[src/gbps_pkg.sv]
// Shared types, constants and helpers for the grid bin point store.
package gbps_pkg;

   localparam int GRID_DIV      = 16;
   localparam int CELL_CAPACITY = 16;

   localparam int COORD_W    = 20;
   localparam int LEN_W      = 19;
   localparam int DIFF_W     = COORD_W + 1;
   localparam int GRID_BITS  = $clog2(GRID_DIV);
   localparam int NCELLS     = GRID_DIV * GRID_DIV;
   localparam int CELL_W     = $clog2(NCELLS);
   localparam int SLOT_W     = (CELL_CAPACITY > 1) ? $clog2(CELL_CAPACITY) : 1;
   localparam int CNT_W      = $clog2(CELL_CAPACITY + 1);
   localparam int PT_AW      = CELL_W + SLOT_W;
   localparam int DIV_W      = (DIFF_W > LEN_W + GRID_BITS) ? DIFF_W : LEN_W + GRID_BITS;
   localparam int DIV_CNT_W  = $clog2(GRID_BITS + 1);
   localparam int CSR_AW     = 3;

   typedef logic signed [COORD_W-1:0] coord_type;
   typedef logic signed [DIFF_W-1:0]  diff_type;
   typedef logic [LEN_W-1:0]          len_type;
   typedef logic [CELL_W-1:0]         cell_type;
   typedef logic [SLOT_W-1:0]         slot_type;
   typedef logic [CNT_W-1:0]          cnt_type;
   typedef logic [PT_AW-1:0]          pt_addr_type;
   typedef logic [GRID_BITS-1:0]      qidx_type;
   typedef logic [DIV_W-1:0]          div_type;
   typedef logic [DIV_CNT_W-1:0]      div_cnt_type;

   localparam coord_type FLOOR_Z = coord_type'(-524288);

   typedef enum logic [1:0] {
      OP_INSERT = 2'd0,
      OP_READ   = 2'd1,
      OP_CLEAR  = 2'd2,
      OP_NONE   = 2'd3
   } opcode_type;

   typedef enum logic [2:0] {
      STAT_OK       = 3'd0,
      STAT_OUTSIDE  = 3'd1,
      STAT_OFF_GRID = 3'd2,
      STAT_FULL     = 3'd3,
      STAT_NO_SLOT  = 3'd4
   } status_type;

   typedef enum logic [CSR_AW-1:0] {
      REG_WIN_MIN_X  = 3'd0,
      REG_WIN_MAX_X  = 3'd1,
      REG_WIN_MIN_Y  = 3'd2,
      REG_WIN_MAX_Y  = 3'd3,
      REG_ORIGIN_X   = 3'd4,
      REG_ORIGIN_Y   = 3'd5,
      REG_CELL_LEN_X = 3'd6,
      REG_CELL_LEN_Y = 3'd7
   } csr_index_type;

   typedef struct packed {
      coord_type z;
      coord_type y;
      coord_type x;
   } point_type;

   typedef struct packed {
      cnt_type   cnt;
      coord_type top;
   } meta_type;

   typedef struct packed {
      logic [4:0] pad;
      logic [4:0] slot;
      logic [3:0] cell_y;
      logic [3:0] cell_x;
      coord_type  point_z;
      coord_type  point_y;
      coord_type  point_x;
      opcode_type opcode;
   } req_type;

   typedef struct packed {
      coord_type  out_z;
      coord_type  out_y;
      coord_type  out_x;
      coord_type  top_z;
      logic [4:0] cell_count;
      status_type status;
   } rsp_type;

   typedef struct packed {
      logic     done;
      logic     on_grid;
      qidx_type q;
   } div_res_type;

   function automatic cell_type cell_index(input int unsigned col, input int unsigned row);
      return cell_type'(col * GRID_DIV + row);
   endfunction

endpackage

[src/gbps_div.sv]
// Iterative restoring divider that finds a grid column or row from a signed offset.
module gbps_div (
   input  logic                  clock,
   input  logic                  reset,
   input  logic                  start,
   input  gbps_pkg::diff_type    dividend,
   input  gbps_pkg::len_type     divisor,
   output gbps_pkg::div_res_type res
);

   logic                       busy_ff, busy_in;
   logic                       done_ff, done_in;
   gbps_pkg::div_cnt_type      cnt_ff, cnt_in;
   gbps_pkg::div_type          r_ff, r_in;
   gbps_pkg::div_type          d_ff, d_in;
   gbps_pkg::qidx_type         q_ff, q_in;
   logic                       neg_ff, neg_in;
   logic                       rng_ff, rng_in;

   logic [gbps_pkg::DIFF_W-1:0] mag;
   gbps_pkg::div_type           d_half;
   logic                        ge;
   logic [gbps_pkg::GRID_BITS:0] q_wide;

   always_comb begin
      busy_in = busy_ff;
      done_in = 1'b0;
      cnt_in  = cnt_ff;
      r_in    = r_ff;
      d_in    = d_ff;
      q_in    = q_ff;
      neg_in  = neg_ff;
      rng_in  = rng_ff;
      mag     = dividend[gbps_pkg::DIFF_W-1] ? gbps_pkg::DIFF_W'(-dividend)
                                             : gbps_pkg::DIFF_W'(dividend);
      d_half  = d_ff >> 1;
      ge      = (r_ff >= d_half);
      q_wide  = {q_ff, ge};
      if (start) begin
         busy_in = 1'b1;
         cnt_in  = '0;
         neg_in  = dividend[gbps_pkg::DIFF_W-1];
         r_in    = gbps_pkg::div_type'(mag);
         d_in    = gbps_pkg::div_type'(divisor) << gbps_pkg::GRID_BITS;
         q_in    = '0;
         rng_in  = 1'b0;
      end else if (busy_ff) begin
         if (cnt_ff == '0) begin
            rng_in = (r_ff < d_ff);
         end else begin
            d_in = d_half;
            r_in = ge ? r_ff - d_half : r_ff;
            q_in = q_wide[gbps_pkg::GRID_BITS-1:0];
         end
         if (cnt_ff == gbps_pkg::div_cnt_type'(gbps_pkg::GRID_BITS)) begin
            busy_in = 1'b0;
            done_in = 1'b1;
         end else begin
            cnt_in = cnt_ff + 1'b1;
         end
      end
   end

   always_ff @(posedge clock) begin
      if (reset) begin
         busy_ff <= 1'b0;
         done_ff <= 1'b0;
         cnt_ff  <= '0;
      end else begin
         busy_ff <= busy_in;
         done_ff <= done_in;
         cnt_ff  <= cnt_in;
      end
      r_ff   <= r_in;
      d_ff   <= d_in;
      q_ff   <= q_in;
      neg_ff <= neg_in;
      rng_ff <= rng_in;
   end

   // A negative offset lands on the grid only when its quotient truncates to zero.
   assign res.done    = done_ff;
   assign res.on_grid = rng_ff && (!neg_ff || (q_ff == '0));
   assign res.q       = q_ff;

endmodule

[config.mk]
export PLATFORM = sky130hd
export DESIGN_NAME = gbps_div
export DESIGN_NICKNAME = d
export VERILOG_FILES = /design/src/gbps_pkg.sv /design/src/gbps_div.sv
export SDC_FILE = /design/constraint.sdc
export NUM_CORES = 1
export LEC_CHECK = 0
export BUFFER_PORTS_ARGS = -buffer_cell sky130_fd_sc_hd__buf_2
export CAP_MARGIN = 15
export CORE_MARGIN = 2
export CORE_UTILIZATION = 30
export CTS_CLUSTER_DIAMETER = 80
export CTS_CLUSTER_SIZE = 25
export DETAILED_ROUTE_END_ITERATION = 10
export HOLD_SLACK_MARGIN = 0.03
export PLACE_DENSITY_LB_ADDON = 0.2
export SYNTH_ARGS = -nofsm -noshare
export SYNTH_HDL_FRONTEND = slang
export SYNTH_SLANG_ARGS = --single-unit
[constraint.sdc]
create_clock -name clock -period 2.6 [get_ports clock]
set_input_delay 0.13 -clock clock [delete_from_list [all_inputs] [get_ports clock]]
set_output_delay 0.13 -clock clock [all_outputs]
set_load 0.01 [all_outputs]
==> results.json, run 1 <==
{
  "initial_core_util": 0.307,
  "post_dp_cell_area_sq_um": 5320,
  "grt_util_all_layers": 0.166,
  "synth_xor_area_frac": 0.0727,
  "power_density_nw_per_um2": 640,
  "yosys.area_share.simple": 0.159,
  "grt-ovfl-total": 0,
  "avgViaCountPerCell": 4.99,
  "hold_class": "in2reg",
  "met3_usage": 0.0433,
  "dieArea_sq_um": 15800,
  "clock-sinks": 57,
  "insertion_delay_ps": 340,
  "grt_pass1_vias": 4194,
  "fin_crit_sh": 1.07,
  "crit_path_start": "r_ff[0]$_DFFE_PP_",
  "drive_gt1_frac": 0.253,
  "avgSynthCellArea_sq_um": 8.69,
  "place_hpwl_um": 9580,
  "yosys_warnings": 0,
  "syn-cell-area_sq_um": 4460,
  "grt_max_degree": 70,
  "ys.flop_type": "edfxtp_1",
  "synth-edff-count": 41,
  "setup_ws_ps": -172,
  "die_h_um": 126,
  "cp-end-kind": "register",
  "area_delta_synth_final_pct": 29.9,
  "grt_pass1_wl_um": 21000,
  "critPathRequiredTime_ps": 2690,
  "arrival_ps": 2860,
  "cts_root_buffer": "clkbuf_16",
  "synth_top_family_by_area": "compound AO/OA/AOI/OAI gates",
  "start_kind": "register",
  "rows": 44,
  "finClkSkew_ps": 5.63,
  "crit_fanout": 2,
  "nNetsFinal": 706,
  "r2r-end": "r_ff[20]$_DFFE_PP_",
  "stdcell_count": 804,
  "vias": 4015,
  "synth_compound_area_frac": 0.221,
  "p_leak_nw": 2.48,
  "port_buffers": 48,
  "grt_use_met2": 0.278,
  "synthCells": 513,
  "ys_seq_area_frac": 0.348,
  "antenna_left": 0,
  "finalSetupViolations": 5,
  "wire_per_inst_um": 15.6,
  "peakVddDrop_uv": 310,
  "route.detailed.drc": 0,
  "gp_congestion": 0.852,
  "synth.net_count": 604,
  "hold_slack_ps": 68.2,
  "h-tree-depth": 3,
  "slew_headroom": 0.528,
  "fmax_ghz": 0.361,
  "reg2reg_depth": 13,
  "maxCapViolations": 0,
  "async_flop_share": 0,
  "endpoint": "r_ff[20]$_DFFE_PP_",
  "worstMarginPinSlew_ps": 708,
  "core-area_sq_um": 14500,
  "rr_startpoint": "r_ff[0]$_DFFE_PP_",
  "reg2reg_slack_ps": -170,
  "cts_buffers": 9,
  "synthAdderAreaFrac": 0.136,
  "globalRouteMet1Util": 0.213,
  "top_level_ports": 49,
  "cts_tree": "built",
  "dp.cells": 782,
  "netlist-cell-type-count": 53,
  "drt-total-wl_um": 12600,
  "antenna_cells": 0,
  "worstSetupPathType": "reg2reg",
  "antenna_found_initial": 0,
  "violations": "setup timing",
  "cts.path.max_buffers": 2,
  "fin_crit_ps": 2770,
  "hold_violations": 0,
  "drtIter0Drc": 275,
  "status": "complete, but fails checks",
  "drv_slew": 0,
  "grt_setup_unrepaired": "yes",
  "final_cell_area_sq_um": 5790,
  "top_usage_layer": "met2",
  "path_clk_slew_ps": 50,
  "synthMuxAreaShare": 0.0115,
  "die_x_um": 126,
  "place_ws_ps": -194,
  "ys_ff_latch": 57,
  "first_pass_iters": 4
}
==> Yosys cell counts, drive strengths merged (4+ instances only) <==
master  count  area [sq um]
clkbuf     16          60.1
o21ai      40           200
inv        39           146
nand4       8          50.1
dfxtp      16           320
xnor2      23           201
edfxtp     41          1230
nor3       10          50.1
nand2b      5          31.3
nor2       23          88.8
nand2      74           278
nand3       7          35.0
o31ai      23           173
buf         5          25.0
nor2b       5          31.3
a21o       15           113
o21a        5          37.5
mux2i       4          40.0
xor2       14           123
a31oi       4          25.0
a21oi      44           220
o21bai      5          37.5
ha         47           588
==> worst min-delay path by stage <==
stage / from / endpoint / depth (start not counted)
floorplan: reset / busy_ff$_SDFF_PP0_ / 1
global placement: reset / busy_ff$_SDFF_PP0_ / 2
detailed placement: reset / busy_ff$_SDFF_PP0_ / 2
CTS: divisor[14] / d_ff[18]$_DFFE_PP_ / 3
global route: divisor[11] / d_ff[15]$_DFFE_PP_ / 3
finish: divisor[14] / d_ff[18]$_DFFE_PP_ / 3
==> what timing repair did <==
item / 4_1_cts / 5_1_grt
gates cloned: 0 / 0
pin swaps: 5 / 8
hold endpoints to repair: 5 / 0
buffers inserted: 1 / 4
resized for setup: 8 / 17
setup endpoints to repair: 26 / 31
hold buffers: 1 / 0
==> state kept, by name, indices dropped and copies added (netlist names) <==
register / cells
q_ff: 4
busy_ff: 1
rng_ff: 1
d_ff: 23
cnt_ff: 3
done_ff: 1
r_ff: 23
neg_ff: 1
==> layout make-up <==
type,count,area [sq um]
multi-input combinational,396,2830
clock inverter,4,43.8
tap,184,230
inverter,39,146
fill,1476,8740
clock buffer,12,236
sequential,57,1550
timing repair buffer,112,751
==> through the flow <==
stage / power, mW / setup TNS [ps] / utilization
floorplan: 1.96 / -40.9 / -
global placement: 2.43 / -330 / 0.366
detailed placement: 2.45 / -1080 / 0.366
CTS: 3.66 / -423 / 0.390
global route: 3.96 / -2480 / 0.398
finish: 3.71 / -497 / 0.398
==> layer usage <==
layer | up-vias | wire (um)
li1 | 2064 | -
met1 | 1853 | 5890
met2 | 83 | 5950
met3 | 15 | 497
met4 | 0 | 227
met5 | - | 0
==> cell families after synthesis <==
kind of cell             count (synthesis)
multiplexers                             5
XOR/XNOR                                37
flip-flops                              57
adder cells (fa/ha/maj)                 48
AND/OR/NAND/NOR                        152
AO/OA/AOI/OAI                          154
buffers and inverters                   60
==> worst max-delay path: stages, from the launching register on <==
cell      delay [ps]
edfxtp_1         380
inv_1             70
ha_1             160
inv_1             50
fa_2             350
a211oi_2         200
o21bai_1         110
a21oi_2          190
buf_4            140
o21ai_1           70
a221o_1          370
a31oi_2          160
mux2i_1          210
nand2_1           60
==> report_power, final <==
group / leakage (nW) / internal, mW / total, mW / switching (mW)
Sequential: 0.540 / 1.09 / 1.15 / 0.0571
Combinational: 1.80 / 0.673 / 1.41 / 0.739
Clock: 0.138 / 0.735 / 1.15 / 0.414
Total: 2.48 / 2.50 / 3.71 / 1.21
==> layout by cell type (no fill, tap or decap), types with 3 or more instances in the layout <==
cell type	Yosys	routed
nand4_1	8	8
clkbuf_1	16	3
inv_1	39	39
nor3_1	10	10
a21oi_2	0	6
xnor2_1	23	22
o21ai_2	0	3
a211o_1	3	3
nand3_1	7	6
dfxtp_1	16	16
o31ai_1	23	21
nand2b_1	5	4
xor2_1	14	14
nor2_1	22	21
o21a_1	5	5
o21bai_1	5	4
buf_4	1	62
nor2b_1	5	5
a21o_1	15	15
o21ai_1	12	10
ha_1	47	42
ha_4	0	5
a21oi_1	44	38
edfxtp_1	41	41
buf_2	2	47
mux2i_1	4	4
clkbuf_16	0	9
a31oi_1	4	3
or3_1	3	3
o21ai_0	28	27
nand2_1	74	74
Note: power is estimated with default switching activity, not from simulation.
==> run 2, diff against run 1 <==
SETUP_SLACK_MARGIN = 0.5   (was unset)
==> run 2 against run 1 <==
Net effect:
- the flow still finishes with violations (setup timing)
- die area did not move
- sequential power barely moved
- utilization rose by 1.8 points
- critical path depth fell by 1
- largest power group unchanged
==> results.json, run 2 (same netlist as run 1, synthesis figures left out) <==
{
  "status": "complete, but fails checks",
  "violations": "setup timing",
  "p_leak_nw": 2.54,
  "power.total_mw": 3.94,
  "peakVddDrop_uv": 314,
  "first_pass_iters": 4,
  "power_density_nw_per_um2": 652,
  "start_kind": "register",
  "grt_setup_unrepaired": "yes",
  "maxCapViolations": 0,
  "antenna_left": 0,
  "die_x_um": 126,
  "slew_headroom": 0.535,
  "arrival_ps": 3060,
  "seq_area_sq_um": 1550,
  "core-area_sq_um": 14500,
  "fin_crit_sh": 1.09,
  "drv_slew": 0,
  "layout_commonest_cell": "nand2_1",
  "fin_setup_tns_ps": -645,
  "drtIter0Drc": 164,
  "drt-total-wl_um": 12800,
  "finClkSkew_ps": 9.29,
  "die_h_um": 126,
  "multiInputGateArea_sq_um": 3050,
  "grt_util_all_layers": 0.164,
  "finalSetupViolations": 4,
  "port_buffers": 48,
  "top_regs": "d_ff: 23 flops, r_ff: 23 flops, q_ff: 4 flops",
  "fin_crit_ps": 2820,
  "top_level_ports": 49,
  "drive_gt1_frac": 0.321,
  "cts_tree": "built",
  "antenna_cells": 0,
  "hold_slack_ps": 61.5,
  "wire_per_inst_um": 15.9,
  "worstMarginPinSlew_ps": 688,
  "mostFrequentLayoutCells": "nand2_1 (70), buf_4 (48), buf_2 (47)",
  "hold_violations": 0,
  "cts.path.max_buffers": 2,
  "slowest_delay_ps": 380,
  "critPathRequiredTime_ps": 2830,
  "area_delta_synth_final_pct": 35.8,
  "fmax_ghz": 0.354,
  "vias": 4053,
  "cts_root_buffer": "clkbuf_16",
  "stdcell_count": 800,
  "setup_ws_ps": -224,
  "clock-sinks": 57,
  "hold_class": "in2reg",
  "grt_pass1_wl_um": 20800,
  "grt_max_degree": 47,
  "cts_buffers": 9,
  "initial_core_util": 0.307,
  "avgViaCountPerCell": 5.07,
  "cp-end-kind": "register",
  "route.detailed.drc": 0,
  "place_hpwl_um": 9490,
  "gp_congestion": 0.830,
  "path_clk_slew_ps": 60,
  "critical_path.slowest_cell": "edfxtp_1",
  "crit_fanout": 3,
  "dieArea_sq_um": 15800,
  "grt-ovfl-total": 0,
  "dp.cells": 763,
  "antenna_found_initial": 0,
  "rows": 44,
  "worstSetupPathType": "reg2reg",
  "h-tree-depth": 3,
  "grt_pass1_vias": 4151,
  "nNetsFinal": 702,
  "insertion_delay_ps": 340,
  "crit_path_cell_trace": "inv_1, ha_2, inv_2, fa_2, a211oi_2, o21bai_1, a21oi_2, o31ai_2, o211ai_1, a21oi_1, a311oi_1, mux2_2",
  "fillers": 1450
}
==> run 2: cell types whose count changed in the layout (fill, tap and decap cells not counted), sizes merged <==
cell	before	now
clkbuf	12	11
bufinv	1	0
clkinv	3	1
buf	111	107
inv	39	43
==> run 2: power breakdown <==
part           internal (mW)  switching, mW
clock network          0.761          0.473
registers               1.09         0.0573
logic                  0.752          0.810
total                   2.60           1.34
==> run 2: layout make-up <==
class | count | area share
inverter | 39 | 0.0242
tap | 184 | 0.0380
timing repair buffer | 108 | 0.127
clock buffer | 11 | 0.0455
sequential | 57 | 0.256
clock inverter | 5 | 0.00496
multi-input combinational | 396 | 0.504
==> run 2: metal layers <==
metal	share of wire	global-route usage
met4	0.017	0.0627
met5	0	0
met1	0.47	0.206
met3	0.031	0.0276
met2	0.48	0.282
==> run 2: worst max-delay path, delay by kind of cell (launching register included) <==
kind                     cells  cell delay [ps]
AO/OA/AOI/OAI                7             1300
adder cells (fa/ha/maj)      2              550
flip-flops                   1              380
multiplexers                 1              370
buffers and inverters        2              110
==> run 2: path summary, 6_finish.rpt <==
path	slack, ps	endpoint	cells after the start	startpoint
setup / recovery	-220	r_ff[22]$_SDFFE_PP0P_	12	r_ff[0]$_DFFE_PP_
hold / removal	60	d_ff[16]$_DFFE_PP_	3	divisor[12]
setup reg to reg	-220	r_ff[22]$_SDFFE_PP0P_	12	r_ff[0]$_DFFE_PP_
hold reg to reg	460	d_ff[0]$_SDFFE_PP0P_	2	d_ff[0]$_SDFFE_PP0P_
==> run 2: per-stage QoR <==
stage | area (sq um) | util | setup WS (ps)
2_1_floorplan | 4550 | - | -14.2
3_3_place_gp | 5260 | 0.362 | -127
3_5_place_dp | 5260 | 0.362 | -212
4_1_cts | 5860 | 0.403 | -188
5_1_grt | 6050 | 0.416 | -349
6_report | 6050 | 0.416 | -224
==> run 2: timing repair <==
action                                 CTS  global route
hold buffers                             1             0
pin swaps                               30            14
gates resized for setup                 48            31
setup endpoints to repair               40            42
endpoints found under the hold margin    5             0
buffers inserted                        12             8
==> run 3, diff against run 2 <==
RECOVER_POWER = 100   (was unset)
==> run 3 against run 2 <==
Net effect:
- the run ends with capacitance limit, slew limit, setup timing left
- cell area down 0.68%
- hold slack worse by 1.2 ps
- global-route usage unchanged
- die area unchanged
- wire length about the same
- largest cell class unchanged
==> results.json, run 3 (same netlist as run 1, synthesis figures left out) <==
{
  "violations": "capacitance limit, slew limit, setup timing",
  "grt-ovfl-total": 0,
  "grt_util_all_layers": 0.164,
  "drtIter0Drc": 175,
  "cp-end-kind": "register",
  "insertion_delay_ps": 340,
  "fin_crit_sh": 1.08,
  "critPathRequiredTime_ps": 2700,
  "drv_slew": 47,
  "place_hpwl_um": 9490,
  "crit_path_start": "r_ff[0]$_DFFE_PP_",
  "cts_root_buffer": "clkbuf_16",
  "grt_pass1_wl_um": 20800,
  "first_pass_iters": 4,
  "peakVddDrop_uv": 316,
  "wire_per_inst_um": 15.9,
  "nNetsFinal": 702,
  "mostFrequentLayoutCells": "nand2_1 (70), buf_4 (43), edfxtp_1 (41), buf_2 (41), ha_1 (37)",
  "antenna_found_initial": 0,
  "hold_violations": 0,
  "die_x_um": 126,
  "grt_pass1_vias": 4151,
  "avgViaCountPerCell": 5.07,
  "dieArea_sq_um": 15800,
  "dp.cells": 763,
  "stdcell_count": 800,
  "post_dp_cell_area_sq_um": 5260,
  "clock-sinks": 57,
  "route.detailed.drc": 0,
  "power_density_nw_per_um2": 654,
  "start_kind": "register",
  "worstMarginPinSlew_ps": 2050,
  "initial_core_util": 0.307,
  "top_level_ports": 49,
  "p_leak_nw": 2.50,
  "cts.path.max_buffers": 2,
  "drt-total-wl_um": 12800,
  "h-tree-depth": 3,
  "setup_ws_ps": -218,
  "fillers": 1460,
  "path_clk_slew_ps": 60,
  "arrival_ps": 2920,
  "layout_commonest_cell": "nand2_1",
  "finalSetupViolations": 4,
  "gp_congestion": 0.830,
  "antenna_left": 0,
  "worstSetupPathType": "reg2reg",
  "cts_buffers": 9,
  "rr_startpoint": "r_ff[0]$_DFFE_PP_",
  "drive_gt1_frac": 0.300,
  "fmax_ghz": 0.355,
  "vias": 4055,
  "crit_fanout": 3,
  "cts_tree": "built",
  "grt_setup_unrepaired": "yes",
  "port_buffers": 48,
  "hold_class": "in2reg",
  "antenna_cells": 0,
  "fin_crit_ps": 2820,
  "top_regs": "d_ff: 23 flops, r_ff: 23 flops, q_ff: 4 flops",
  "finClkSkew_ps": 9.58,
  "slew_headroom": -0.367,
  "min_from": "divisor[12]",
  "grt_max_degree": 47,
  "fin_setup_tns_ps": -691,
  "final_cell_area_sq_um": 6010,
  "maxCapViolations": 1,
  "die_h_um": 126,
  "area_delta_synth_final_pct": 34.8,
  "status": "complete, but fails checks",
  "core-area_sq_um": 14500,
  "rows": 44
}
==> run 3: final timing paths <==
| check | to | slack, ps | depth (start not counted) |
|---|---|---|---|
| hold reg to reg | d_ff[0]$_SDFFE_PP0P_ | 460 | 2 |
| hold / removal | d_ff[16]$_DFFE_PP_ | 60 | 3 |
| setup reg to reg | r_ff[20]$_DFFE_PP_ | -220 | 13 |
| setup / recovery | r_ff[20]$_DFFE_PP_ | -220 | 13 |
==> run 3: metal layers <==
metal / global-route usage / part of all wire / vias to the layer above
li1: - / - / 2054
met1: 0.206 / 0.46 / 1914
met2: 0.282 / 0.48 / 72
met3: 0.0276 / 0.037 / 15
met4: 0.0627 / 0.019 / 0
met5: 0 / 0 / -
==> run 3: report_power, final <==
group	internal, mW	switching, mW	total (mW)
clock	0.761	0.474	1.24
combinational	0.744	0.802	1.55
sequential	1.09	0.0574	1.15
total	2.59	1.33	3.93
==> run 3: cell type report <==
class                      count  area, sq um  area share
clock buffer                  11          275      0.0458
clock inverter                 5         30.0     0.00500
inverter                      39          146      0.0244
multi-input combinational    396         3030       0.504
sequential                    57         1550       0.258
tap                          184          230      0.0383
timing repair buffer         108          746       0.124
==> run 3: timing repair <==
| action | 4_1_cts | 5_1_grt |
|---|---|---|
| hold buffers | 1 | 0 |
| pin swaps | 30 | 14 |
| setup buffers | 12 | 8 |
| endpoints found under the hold margin | 5 | 0 |
| resized for setup | 48 | 31 |
| setup endpoints to repair | 40 | 42 |
==> run 3: worst max-delay path, cell delays in order (launching register included) <==
cell	delay (ps)
edfxtp_1	380
inv_1	70
ha_2	180
inv_2	40
fa_2	370
a211oi_2	200
o21bai_1	110
a21oi_2	210
buf_4	140
o21ai_2	50
a221o_1	350
a31oi_1	200
mux2i_1	210
nand2_1	60
==> run 3: through the flow <==
step                worst slack, ps  hold slack [ps]  utilization  total power, mW
global placement               -127              359        0.362             2.40
CTS                            -188             50.2        0.403             3.85
global route                   -349             67.1        0.413             4.16
detailed placement             -212              369        0.362             2.40
floorplan                     -14.2              202            -             2.01
finish                         -218             60.3        0.413             3.93
